===== config.mk =====
export PLATFORM = sky130hd
export DESIGN_NAME = oais_ctrl
export DESIGN_NICKNAME = d
export VERILOG_FILES = /design/src/rtl/core/oais_pkg.sv /design/src/rtl/core/oais_ctrl.sv
export SDC_FILE = /design/constraint.sdc
export NUM_CORES = 1
export LEC_CHECK = 0
export ABC_AREA = 1
export BUFFER_PORTS_ARGS = -buffer_cell sky130_fd_sc_hd__buf_2
export CAP_MARGIN = 5
export CELL_PAD_IN_SITES_DETAIL_PLACEMENT = 1
export CELL_PAD_IN_SITES_GLOBAL_PLACEMENT = 2
export CORE_AREA = 4 4 41 43
export CTS_BUF_LIST = sky130_fd_sc_hd__clkbuf_2
export DETAILED_ROUTE_END_ITERATION = 16
export DIE_AREA = 0 0 45 47
export MAX_ROUTING_LAYER = met4
export PLACE_DENSITY = 0.69
export SETUP_SLACK_MARGIN = 0.2
export SYNTH_ARGS = -nofsm -noshare
export SYNTH_HDL_FRONTEND = slang
export SYNTH_SLANG_ARGS = --single-unit
export TNS_END_PERCENT = 5

===== constraint.sdc =====
create_clock -name clk -period 2.82 [get_ports clk]
set_clock_uncertainty 0.15 [all_clocks]
set_input_delay 0.564 -clock clk [delete_from_list [all_inputs] [get_ports clk]]
set_output_delay 0.564 -clock clk [all_outputs]
set_load 0.01 [all_outputs]

===== src/rtl/core/oais_pkg.sv =====
// ----------------------------------------------------------------------------
// oais_pkg
// Shared types and codes for the ordered array store.
// ----------------------------------------------------------------------------
`timescale 1ns / 1ps

package oais_pkg;

  localparam int OP_W     = 3;
  localparam int VALUE_W  = 32;
  localparam int POS_W    = 9;
  localparam int STATUS_W = 2;
  localparam int COUNT_W  = 9;

  typedef enum logic [OP_W-1:0] {
    OP_INS_FRONT = 3'd0,
    OP_INS_END   = 3'd1,
    OP_INS_POS   = 3'd2,
    OP_RM_FRONT  = 3'd3,
    OP_RM_END    = 3'd4,
    OP_RM_POS    = 3'd5,
    OP_FIND      = 3'd6
  } op_t;

  typedef enum logic [STATUS_W-1:0] {
    ST_OK    = 2'd0,
    ST_EMPTY = 2'd1,
    ST_FULL  = 2'd2,
    ST_RANGE = 2'd3
  } status_t;

  typedef enum logic [1:0] {
    KIND_NONE,
    KIND_INS,
    KIND_RM,
    KIND_FIND
  } kind_t;

  typedef enum logic [2:0] {
    S_IDLE,
    S_CHECK,
    S_WALK,
    S_DRAIN,
    S_COMMIT,
    S_RESULT
  } state_t;

  // controller to datapath
  typedef struct packed {
    logic latch;
    logic check;
    logic step;
    logic commit;
  } dp_cmd_t;

  // datapath to controller
  typedef struct packed {
    logic err;
    logic walk;
    logic last;
  } dp_sts_t;

endpackage


===== src/rtl/core/oais_ctrl.sv =====
// ----------------------------------------------------------------------------
// oais_ctrl
// Sequencer: check, walk the memory, drain the last access, commit, report.
// ----------------------------------------------------------------------------
`timescale 1ns / 1ps

module oais_ctrl
  import oais_pkg::*;
(
  input  logic    clk,
  input  logic    rst_n,
  input  logic    start,
  input  dp_sts_t sts,
  output dp_cmd_t cmd,
  output logic    busy,
  output logic    res_valid
);

  state_t state_r, state_nxt;

  always_ff @(posedge clk) begin
    if (!rst_n) begin
      state_r <= S_IDLE;
    end else begin
      state_r <= state_nxt;
    end
  end

  always_comb begin
    state_nxt = state_r;
    unique case (state_r)
      S_IDLE: begin
        if (start) state_nxt = S_CHECK;
      end
      S_CHECK: begin
        if (sts.err) state_nxt = S_RESULT;
        else if (sts.walk) state_nxt = S_WALK;
        else state_nxt = S_COMMIT;
      end
      S_WALK: begin
        if (sts.last) state_nxt = S_DRAIN;
      end
      S_DRAIN:  state_nxt = S_COMMIT;
      S_COMMIT: state_nxt = S_RESULT;
      S_RESULT: state_nxt = S_IDLE;
      default:  state_nxt = S_IDLE;
    endcase
  end

  always_comb begin
    cmd       = '0;
    busy      = 1'b1;
    res_valid = 1'b0;
    unique case (state_r)
      S_IDLE: begin
        busy      = 1'b0;
        cmd.latch = start;
      end
      S_CHECK:  cmd.check = 1'b1;
      S_WALK:   cmd.step = 1'b1;
      S_DRAIN:  ;
      S_COMMIT: cmd.commit = 1'b1;
      S_RESULT: res_valid = 1'b1;
      default:  ;
    endcase
  end

endmodule


Word-level counts from Yosys, hierarchy flattened
Index checks and enable logic that the tools add are counted.
W data, S select, Z words.
{ "op_classes": {"eq_ne": 7, "muxes": 11, "n_reduce_logical": 2} }
{ "ops": {"columns": ["op", "count"], "rows": [
  ["$pmux W3 S5", 1],
  ["$mux W3", 4],
  ["$eq A3 B2 Y1 const B", 2],
  ["$eq A3 B3 Y1 const B", 2],
  ["$mux W1", 6],
  ["$ne A2 B2 Y1 const B", 2],
  ["$eq A3 B1 Y1 const B", 1],
  ["$logic_not A3 Y1", 1],
  ["$reduce_and A2 Y1", 1]
]} }
{ "word_totals": {"regBits": 3, "output_inout_bits": 6, "word_cells": 21} }

Logic depth before layout (Yosys ltp)
{ "logic_depth": {"word_depth": 3, "ltp_mapped": 5, "depth_no_buf": 5} }

Worst setup path before layout
Ideal clock, no wire load.
{ "synth_timing": {"path_kind": "register -> output", "startpoint": "register state_r[1]", "endpoint": "output cmd[3] (netlist bit)", "arrival_time_ns": 0.823, "path_slack_ns": 1.283, "stages_incl_launch_ff": 4, "n_path_buf": 0, "cell_sequence": "dfxtp_1 nor2_1 nand2_1 nor2_1"} }
{ "synth_rtl": {"columns": ["element", "line_no", "rtl"], "rows": [
  ["from (decl)", "oais_ctrl.sv:19", "state_t state_r, state_nxt;"],
  ["from (signal assigned)", "oais_ctrl.sv:25", "state_r <= state_nxt;"],
  ["to (decl)", "oais_ctrl.sv:14", "output dp_cmd_t cmd,"]
]} }

==> run metrics <==
status completed; Flop pwr share between 30% and 40%; GR Util met3 about 2.3%; H-tree Lvls 1; Largest regs state_r x3; Fin Setup TNS 0 ns; CTS resizes 0; most frequent cells in the layout buf_2, inv_1, nand2_1, nand3_1, clkbuf_2; total track usage under 10%; post-synth cell types 14; FMAX between 500 and 600 MHz; Slew Viols, Final 0; commonest non-fill, non-tap cell in the layout buf_2; clock tree root buffer cell clkbuf_2; Hold Buf Count CTS 0; WP data required ~2.1 ns; RSZ-0062 raised after global routing false; Max IR drop VDD between 200 and 300 µV; Placed Area between 200 and 300 µm²; die area about 0.0021 mm²; Die Y between 40 and 50 µm; Comb power frac a little under 30%; setup bufs post-CTS 0; Antenna diodes 0; global-route wire length before repair slightly above 900 µm; Cell Int Power between 0.1 and 0.15 mW; post-layout minimum cycle time approximately 1.8 ns; I/O pin count 12; Yosys warning count 0; clk slew on worst S/H paths 0.04 ns; CP Launch Type flop; syn nets 38; post-placement cell count between 50 and 60; CTS Buffer Depth 2; Hold Crit Class flop to flop; Initial Utilization 15.9%; Remaining DRCs 0; maximum fanout along the worst path 5; slowest stage delay, CP 0.45 ns; largest net degree at the start of global routing 7; post-synthesis register bit count 3; cell count after synthesis 32; CP bufs+invs 3; Die Wd roughly 45 µm; Worst-Margin Slew between 0.2 and 0.25 ns; FILL cells around 190; ratio of cells with drive above 1 in the final layout a little under half; final hold violation count 0; router iterations before antenna repair 3; Power Density between 500 and 600 mW/mm²; Initial DRC Count 6; CP Class flop to output port; clock group share of total power a little under two fifths; drt total wl approximately 570 µm; Synth Cell Area 206 µm²; Top reg by flops state_r; # port buffers 11; Row Count 13; met1 Track Usage GR 6.82%; Core Area approximately 0.0013 mm²; Max Cap Viol 0; vias in the first global route 260; Worst slew margin between 80% and 90%; CP Capture Type output port; GR Util met2 9.32%; Avg Vias per Cell about 4; Layout Cells excl Fill 62; # setup viols final 0; critical path arrival between 1 and 1.5 ns; area delta synth->final 45.5%; grt ovf 0; CP delay by family, top flip-flops; Slowest-stage cell, CP dfxtp_1; clock sink count 3; Final ANT Viol Nets 0; final net count 54; sw frac 36.1%; crit path cell chain inv_2 -> nor2_2 -> nand2_1 -> inv_1 -> buf_2; register area share after synthesis 29.1%; Most Crowded Layer GR met2; CTS tree built; GPL Wtd Cong about 0.7; Finished Cell Area approximately 300 µm²; initial antenna violation count 0; Routed wire per std cell about 9 µm; Worst Hold Slack approximately 0.42 ns; switching power around 0.06 mW; worst-skew pair later-pin latency 0.21 ns; syn_area_per_cell between 6 and 7 µm²; Leak roughly 0.17 nW; cts bufs inserted 3; Detail Placement HPWL ~460 µm; fin crit share 64.6%; vias around 240; max reg flops 3
layer usage:
metal | share of wire (%) | wire [µm]
met5 | 0 | 0
met2 | 48 | 270
met1 | 45 | 255
met4 | 2.8 | 16
met3 | 4.4 | 25
cell families (layout without fill, tap and decap cells):
kind of cell	Yosys count	count (layout)	share of synthesized area (%)
buf+inv	9	24	16.4
compound gates	3	3	9.09
simple gates	17	17	45.5
flops	3	3	29.1
per-stage QoR:
step / power [mW] / utilization (%) / worst slack [ns]
2_1_floorplan: 0.0849 / - / 1.28
3_3_place_gp: 0.105 / 21.5 / 1.22
3_5_place_dp: 0.105 / 21.5 / 1.21
4_1_cts: 0.168 / 23.1 / 0.979
5_1_grt: 0.178 / 23.1 / 0.895
6_report: 0.163 / 23.1 / 0.999
power by group through the flow:
stage                     Sequential, mW  Combinational [mW]  Clock [mW]
after global placement            0.0556              0.0490           0
final                             0.0548              0.0480      0.0604
after detailed placement          0.0555              0.0490           0
after floorplan                   0.0540              0.0310           0
after CTS                         0.0548              0.0493      0.0641
after global routing              0.0556              0.0552      0.0669
path summary, 6_finish.rpt:
check / from / end / slack (ns) / cells past startpoint
worst max-delay path: state_r[1] / cmd[1] / 1.0 / 5
worst min register to register: state_r[2] / state_r[2] / 0.42 / 2
worst min-delay path: state_r[2] / state_r[2] / 0.42 / 2
worst max register to register: state_r[1] / state_r[0] / 1.73 / 5
cell usage after synthesis, drive strengths merged:
cell,count,area share (%)
dfxtp,3,29
a21oi,2,6.7
nor3,2,10
o21ai,1,2.4
nand3,5,15
nor2,4,8.5
nand4,1,3.0
inv,9,16
nand2,5,9.1
area by class of cell:
cell class                      count  area, µm²  area share (%)
Clock buffer                        4       20.0            6.67
Inverter                            9       33.8            11.3
Multi-Input combinational cell     20        113            37.5
Sequential cell                     3       60.1            20.0
Tap cell                           15       18.8            6.25
Timing Repair Buffer               11       55.1            18.3
tightest hold or removal path: stages, from the launching register on:
cell and delay (ns):
dfxtp_1 0.35, nand2_1 0.10, a21oi_1 0.06
(Power assumes the default switching activity.)
